$ cat src/hw/rtl/wpvt_pkg.sv
// Shared constants, codes and control types of the waypoint velocity tracker.
package wpvt_pkg;

    localparam int MAX_WAYPOINTS = 1024;
    localparam int FRAC_BITS     = 16;
    localparam int WP_AW         = $clog2(MAX_WAYPOINTS);

    localparam int IDX_W     = 11;
    localparam int CMD_W     = 2;
    localparam int SLOT_W    = 10;
    localparam int POS_W     = 32;
    localparam int CFG_W     = 21;
    localparam int CFG_IDX_W = 2;

    localparam int E_W     = POS_W + 1;
    localparam int A_W     = E_W;
    localparam int V_W     = CFG_W + A_W - FRAC_BITS;
    localparam int T_W     = 31;
    localparam int NUM_W   = T_W + CFG_W;
    localparam int D2_W    = 2 * CFG_W + 2;
    localparam int SUM_W   = 2 * T_W + 2;
    localparam int ROOT_W  = SUM_W / 2;
    localparam int MUL_W   = A_W;
    localparam int PROD_W  = 2 * MUL_W;
    localparam int SH_W    = $clog2(V_W - T_W + 1);
    localparam int SQRT_STEPS = ROOT_W;
    localparam int DIV_STEPS  = NUM_W;
    localparam int CNT_W      = $clog2(DIV_STEPS);

    localparam logic [1:0] LAST_COMP = 2'd2;

    localparam logic [CMD_W-1:0] CMD_POSE = 2'd0;
    localparam logic [CMD_W-1:0] CMD_TICK = 2'd1;
    localparam logic [CMD_W-1:0] CMD_LOAD = 2'd2;

    localparam logic [CFG_IDX_W-1:0] CFG_COUNT  = 2'd0;
    localparam logic [CFG_IDX_W-1:0] CFG_GAIN   = 2'd1;
    localparam logic [CFG_IDX_W-1:0] CFG_SPEED  = 2'd2;
    localparam logic [CFG_IDX_W-1:0] CFG_RADIUS = 2'd3;

    localparam logic [CFG_W-1:0] GAIN_RST   = CFG_W'((7 * (1 << FRAC_BITS)) / 10);
    localparam logic [CFG_W-1:0] SPEED_RST  = CFG_W'(1 << FRAC_BITS);
    localparam logic [CFG_W-1:0] RADIUS_RST = CFG_W'((2 * (1 << FRAC_BITS)) / 10);

    typedef enum logic [3:0] {
        DP_NONE,
        DP_CAPTURE,
        DP_ERR,
        DP_D2,
        DP_RRSQ,
        DP_ADVANCE,
        DP_GMUL,
        DP_SHIFT,
        DP_TSQ,
        DP_SLSQ,
        DP_SQRT_INIT,
        DP_SQRT_STEP,
        DP_PMUL,
        DP_DIV_STEP,
        DP_DIV_END,
        DP_EMIT
    } dp_op_t;

    typedef struct packed {
        dp_op_t     op;
        logic [1:0] comp;
    } dp_cmd_t;

    typedef struct packed {
        logic is_tick;
        logic go;
        logic near;
        logic over;
        logic out_free;
    } dp_status_t;

endpackage

$ cat src/hw/rtl/wpvt_ctrl.sv
// Controller: sequences the datapath through one item at a time.
module wpvt_ctrl (
    input  logic                  clk,
    input  logic                  rst_n,
    input  logic                  in_valid,
    output logic                  in_stall,
    input  wpvt_pkg::dp_status_t  sts,
    output wpvt_pkg::dp_cmd_t     ctl
);
    import wpvt_pkg::*;

    typedef enum logic [3:0] {
        S_IDLE,
        S_TCHK,
        S_D2,
        S_RRSQ,
        S_DECIDE,
        S_GMUL,
        S_SHIFT,
        S_TSQ,
        S_SLSQ,
        S_OVCHK,
        S_SQRT,
        S_PMUL,
        S_DIV,
        S_DEND,
        S_EMIT
    } state_t;

    state_t            state_reg, state_next;
    logic [CNT_W-1:0]  cnt_reg, cnt_next;
    logic [1:0]        comp_reg, comp_next;

    assign in_stall = state_reg != S_IDLE;

    always_comb
    begin
        state_next = state_reg;
        cnt_next   = cnt_reg;
        comp_next  = comp_reg;
        ctl.op     = DP_NONE;
        ctl.comp   = comp_reg;
        unique case (state_reg)
            S_IDLE:
            begin
                if (in_valid)
                begin
                    ctl.op     = DP_CAPTURE;
                    state_next = S_TCHK;
                end
            end
            S_TCHK:
            begin
                ctl.op    = DP_ERR;
                comp_next = 2'd0;
                state_next = (sts.is_tick && sts.go) ? S_D2 : S_EMIT;
            end
            S_D2:
            begin
                ctl.op = DP_D2;
                if (comp_reg == LAST_COMP)
                begin
                    state_next = S_RRSQ;
                end
                else
                begin
                    comp_next = comp_reg + 2'd1;
                end
            end
            S_RRSQ:
            begin
                ctl.op     = DP_RRSQ;
                state_next = S_DECIDE;
            end
            S_DECIDE:
            begin
                comp_next = 2'd0;
                if (sts.near)
                begin
                    ctl.op     = DP_ADVANCE;
                    state_next = S_EMIT;
                end
                else
                begin
                    state_next = S_GMUL;
                end
            end
            S_GMUL:
            begin
                ctl.op = DP_GMUL;
                if (comp_reg == LAST_COMP)
                begin
                    state_next = S_SHIFT;
                end
                else
                begin
                    comp_next = comp_reg + 2'd1;
                end
            end
            S_SHIFT:
            begin
                ctl.op     = DP_SHIFT;
                comp_next  = 2'd0;
                state_next = S_TSQ;
            end
            S_TSQ:
            begin
                ctl.op = DP_TSQ;
                if (comp_reg == LAST_COMP)
                begin
                    state_next = S_SLSQ;
                end
                else
                begin
                    comp_next = comp_reg + 2'd1;
                end
            end
            S_SLSQ:
            begin
                ctl.op     = DP_SLSQ;
                state_next = S_OVCHK;
            end
            S_OVCHK:
            begin
                ctl.op     = DP_SQRT_INIT;
                cnt_next   = '0;
                comp_next  = 2'd0;
                state_next = sts.over ? S_SQRT : S_EMIT;
            end
            S_SQRT:
            begin
                ctl.op = DP_SQRT_STEP;
                if (cnt_reg == CNT_W'(SQRT_STEPS - 1))
                begin
                    state_next = S_PMUL;
                end
                else
                begin
                    cnt_next = cnt_reg + CNT_W'(1);
                end
            end
            S_PMUL:
            begin
                ctl.op     = DP_PMUL;
                cnt_next   = '0;
                state_next = S_DIV;
            end
            S_DIV:
            begin
                ctl.op = DP_DIV_STEP;
                if (cnt_reg == CNT_W'(DIV_STEPS - 1))
                begin
                    state_next = S_DEND;
                end
                else
                begin
                    cnt_next = cnt_reg + CNT_W'(1);
                end
            end
            S_DEND:
            begin
                ctl.op = DP_DIV_END;
                if (comp_reg == LAST_COMP)
                begin
                    state_next = S_EMIT;
                end
                else
                begin
                    comp_next  = comp_reg + 2'd1;
                    state_next = S_PMUL;
                end
            end
            S_EMIT:
            begin
                // hold until the output register is free
                if (sts.out_free)
                begin
                    ctl.op     = DP_EMIT;
                    state_next = S_IDLE;
                end
            end
            default:
            begin
                state_next = S_IDLE;
            end
        endcase
    end

    always_ff @(posedge clk or negedge rst_n)
    begin
        if (!rst_n)
        begin
            state_reg <= S_IDLE;
            cnt_reg   <= '0;
            comp_reg  <= '0;
        end
        else
        begin
            state_reg <= state_next;
            cnt_reg   <= cnt_next;
            comp_reg  <= comp_next;
        end
    end

endmodule

$ cat config.mk
export PLATFORM = sky130hd
export DESIGN_NAME = wpvt_ctrl
export DESIGN_NICKNAME = d
export VERILOG_FILES = /design/src/hw/rtl/wpvt_pkg.sv /design/src/hw/rtl/wpvt_ctrl.sv
export SDC_FILE = /design/constraint.sdc
export NUM_CORES = 1
export LEC_CHECK = 0
export BUFFER_PORTS_ARGS = -buffer_cell sky130_fd_sc_hd__buf_2
export CAP_MARGIN = 30
export CORE_AREA = 5 5 70 56
export CTS_CLUSTER_DIAMETER = 80
export DETAILED_ROUTE_END_ITERATION = 8
export DIE_AREA = 0 0 75 61
export PLACE_DENSITY = 0.53
export SLEW_MARGIN = 15
export SYNTH_ARGS = -nofsm -noshare
export SYNTH_HDL_FRONTEND = slang
export SYNTH_SLANG_ARGS = --single-unit
$ cat constraint.sdc
create_clock -name clk -period 5.65 [get_ports clk]
set_input_delay 0.2825 -clock clk [delete_from_list [all_inputs] [get_ports clk]]
set_output_delay 0.2825 -clock clk [all_outputs]
set_load 0.05 [all_outputs]
=== Word-level counts from Yosys, hierarchy flattened ===
Cells that the tools add are included.

* Output and inout bits: 7
* Register bits: 12
* Input port bits: 8
* Logic and storage cells: 64

* Reduce and logical (&&, ||, !) cells: 11
* Mux-type cells: 21
* Eq/ne operators: 27
* Add/sub/neg operators: 2

{| class="wikitable"
|+ Operators with widths
! cell !! number
|-
| $pmux W4 S15 || 2
|-
| $mux W4 || 10
|-
| $eq A4 B4 Y1 const B || 7
|-
| $ne A2 B2 Y1 const B || 10
|-
| $pmux W6 S3 || 1
|-
| $eq A4 B3 Y1 const B || 4
|-
| $mux W6 || 2
|-
| $mux W3 || 3
|-
| $eq A4 B2 Y1 const B || 2
|-
| $reduce_or A4 Y1 || 2
|-
| $reduce_and A7 Y1 || 1
|-
| $add A6 B1 Y6 const B || 1
|-
| $eq A6 B5 Y1 const B || 1
|-
| $eq A6 B6 Y1 const B || 1
|-
| $eq A4 B1 Y1 const B || 1
|-
| $logic_not A4 Y1 || 1
|-
| $pmux W2 S2 || 1
|-
| $reduce_bool A4 Y1 || 1
|-
| $reduce_and A3 Y1 || 1
|-
| $reduce_bool A3 Y1 || 1
|-
| $add A2 B1 Y2 const B || 1
|-
| $eq A2 B2 Y1 const B || 1
|-
| $mux W2 || 1
|-
| $reduce_and A2 Y1 || 1
|-
| 4 further kinds || 4
|}

=== Logic depth before layout (Yosys ltp) ===
* Depth in word-level cells: 4
* Mapped depth: 7
* Mapped depth without buffers: 7

=== Worst setup path before layout ===
Ideal clock, no wire load.

* Path kind: register -> output
* From: register state_reg[1]
* To: output port ctl[2] (netlist name)
* Required time: 5.368 ns
* Cell stages (with the launch flop): 6
* Buffers on the path: 1
* Slack: 3.348 ns
* Arrival: 2.019 ns
* Path through: dfrtp_1 > clkbuf_1 > nor2_1 > nand2_1 > a21oi_1 > nor3b_1

{| class="wikitable"
|+ RTL lines
! what !! line !! text
|-
| start, declared || wpvt_ctrl.sv:30 || <nowiki>state_t state_reg, state_next;</nowiki>
|-
| start signal, assigned || wpvt_ctrl.sv:199 || <nowiki>state_reg <= state_next;</nowiki>
|-
| end, declared || wpvt_ctrl.sv:8 || <nowiki>output wpvt_pkg::dp_cmd_t ctl</nowiki>
|}

==> flow_metrics.tcl <==
set metrics [dict create \
    run_status "finished, final reports clean" \
    tightest_slew_ns 0.7500 \
    final_hold_viol_count 0 \
    routabilityCongestion 0.8022 \
    final_cells 177 \
    antennaDiodeCount 0 \
    cts-root-buf "clkbuf_8" \
    fmax_mhz 457.1 \
    p_comb_share_pct 61.7 \
    grt_pass1_vias 880 \
    clock_skew_ns 0.004645 \
    powerDensity_nw_per_um2 674.0 \
    synth_edf_count 0 \
    dieArea_sq_um 4575 \
    switchingPower_uw 427.2 \
    clk_latency_ns 0.24 \
    arrival_ns 1.91 \
    leakage_uw 0.0005007 \
    ys_types 49 \
    overflow 0 \
    busiest_layer "met2" \
    drt_pass1_iterations 4 \
    route.detailed.wl_per_inst_um 13.82 \
    seq_power_share_pct 26.5 \
    die_y_um 61 \
    hold_path.class "in -> async" \
    coreArea_sq_um 3176 \
    critPathMaxFanout 24 \
    peakVddDrop_mv 0.3432 \
    setup_viol 0 \
    ff2ff_setup_slack_ns 3.50 \
    period_share_pct 38.72 \
    grt_pass1_wl_mm 4.146 \
    final_common_cell "nor2_1" \
    cts_resized 0 \
    worst_setup_path_end_kind "output pin" \
    grt_use_met3_pct 4.470 \
    final.setup.tns_ns 0 \
    regArea_sq_um 300.3 \
    clockBufferDepth 2 \
    async_reset_ff_share_pct 100.0 \
    drc 0 \
    p_int_uw 373.1 \
    reg2reg_depth 5 \
    maxCapViolCount 0 \
    rsz0062_at_grt "false" \
    startpoint_type "flip-flop" \
    dpl.hpwl_mm 1.794 \
    r2r-end "cnt_reg[3]$_DFFE_PN0P_" \
    drtIter0Drc 25 \
    worstPathRequired_ns 5.37 \
    fin_hold_ws_ns 0.4553 \
    synth_area_sq_um 1062 \
    synth.avg_cell_area_sq_um 8.567 \
    drive_gt1_share_pct 26.28 \
    path_clk_slew_ns 0.06 \
    postCtsSetupBuffers 0 \
    ys_warn_count 0 \
    cts_tree "done" \
    cts_buffers 3 \
    synthCells 124 \
    fillers 341 \
    yosys_register_bits 12 \
    die_w_um 75 \
    largest_reg_flops 6 \
    ys.flop_type "dfrtp_1" \
    ios 15 \
    grt_usage_pct 11.74 \
    use_met2_pct 17.62 \
    switching_share_pct 53.38 \
    rows 18 \
    crit_type "reg -> out" \
    mostFrequentLayoutCells "15 x nor2_1, 14 x buf_2, 13 x o21ai_0" \
    grt_max_degree 25 \
    num-nets-final 149 \
    area.growth.synth_to_final_pct 11.78 \
    layout_setup_ws_ns 3.462 \
    syn_nets 135 \
    ys_seq_area_share_pct 28.27 \
    grt_use_met1_pct 16.88 \
    antenna_found_initial 0 \
    p_clk_share_pct 11.8 \
    initial_core_util_pct 33.45 \
    drv_slew 0 \
    multi_input_area_sq_um 671.9 \
    cts_max_level 1 \
    vias_per_cell 5.452 \
    drt.antenna.violating_nets 0 \
    finalWirelength_mm 2.447 \
    via_count 965 \
    max_slew_margin_pct 50.00 \
    cts.sinks 12 \
    dpl_worst_slack_ns 3.526 \
    timing.rr.start "state_reg[3]$_DFFE_PN0P_" \
    port_buffers 14 \
    fin_crit_ns 2.188 \
    placedCellCount 172 \
]
[synth_stat cells, drive strengths merged, types with 2 or more instances]
cell | instances | area [sq um]
a211oi | 2 | 20.02
o31ai | 3 | 27.52
dfrtp | 12 | 300.3
o21ai | 16 | 83.83
or2b | 2 | 22.52
nand3 | 3 | 15.01
buf | 2 | 15.01
nand2 | 11 | 41.29
nor2 | 15 | 56.30
nor2b | 3 | 18.77
mux2 | 2 | 26.27
clkbuf | 4 | 45.04
a22o | 2 | 17.52
ha | 3 | 37.54
inv | 8 | 30.03
a21oi | 10 | 53.80
[power groups by stage]
stage               Sequential, uW  Clock, uW  Combinational (uW)
detailed placement             212          0                 497
floorplan                      169          0                 465
finish                         212       94.3                 494
global placement               209          0                 490
global route                   222        100                 549
CTS                            210       96.0                 499
[worst max path at each step]
stage	startpoint	end	slack, ns	cells after the start
2_1_floorplan	state_reg[1]$_DFFE_PN0P_	ctl[2]	3.35	5
3_3_place_gp	state_reg[3]$_DFFE_PN0P_	cnt_reg[0]$_DFFE_PN0P_	3.58	4
3_5_place_dp	state_reg[3]$_DFFE_PN0P_	cnt_reg[0]$_DFFE_PN0P_	3.53	4
4_1_cts	state_reg[3]$_DFFE_PN0P_	ctl[3]	3.49	4
5_1_grt	state_reg[3]$_DFFE_PN0P_	ctl[3]	3.33	4
6_report	state_reg[3]$_DFFE_PN0P_	ctl[3]	3.46	4
[logic make-up (layout without fill, tap and decap cells)]
family                   count (synthesis)  count (layout)  share of synthesized area (%)
buffers and inverters                   14              27                          8.480
AND/OR/NAND/NOR                         48              48                          26.50
XOR/XNOR                                 1               1                         0.8247
multiplexers                             3               3                          3.415
flip-flops                              12              12                          28.27
AO/OA/AOI/OAI                           43              43                          28.98
adder cells (fa/ha/maj)                  3               3                          3.534
[layer usage]
metal	up-vias	routed length, um
met5	-	0
met4	0	0
met2	13	1128
li1	478	-
met1	474	1214
met3	0	104
[final cells by class]
cell class                      instances  share of cell area, %
Tap cell                               40                  4.215
Sequential cell                        12                  25.29
Multi-Input combinational cell         98                  56.59
Inverter                                8                  2.529
Timing Repair Buffer                   15                  6.744
Clock buffer                            4                  4.636
[stage by stage]
step                total power [uW]  utilization [%]  area [sq um]
detailed placement             709.6            35.34          1122
CTS                            805.3            37.39          1187
finish                         800.3            37.39          1187
floorplan                      633.7                -          1062
global placement               698.6            35.34          1122
global route                   871.4            37.39          1187
[worst max-delay path, cell delays in order, from the launching register on]
cell and delay [ns]:
dfrtp_1 0.83, nor2b_1 0.25, a21oi_1 0.08, or2_2 0.29
buf_2 0.21
[what timing repair did]
action | CTS | global route
setup endpoints to repair | 0 | 0
hold endpoints to repair | 12 | 0
hold buffers | 1 | 0
Power figures use the tool's default switching activity.
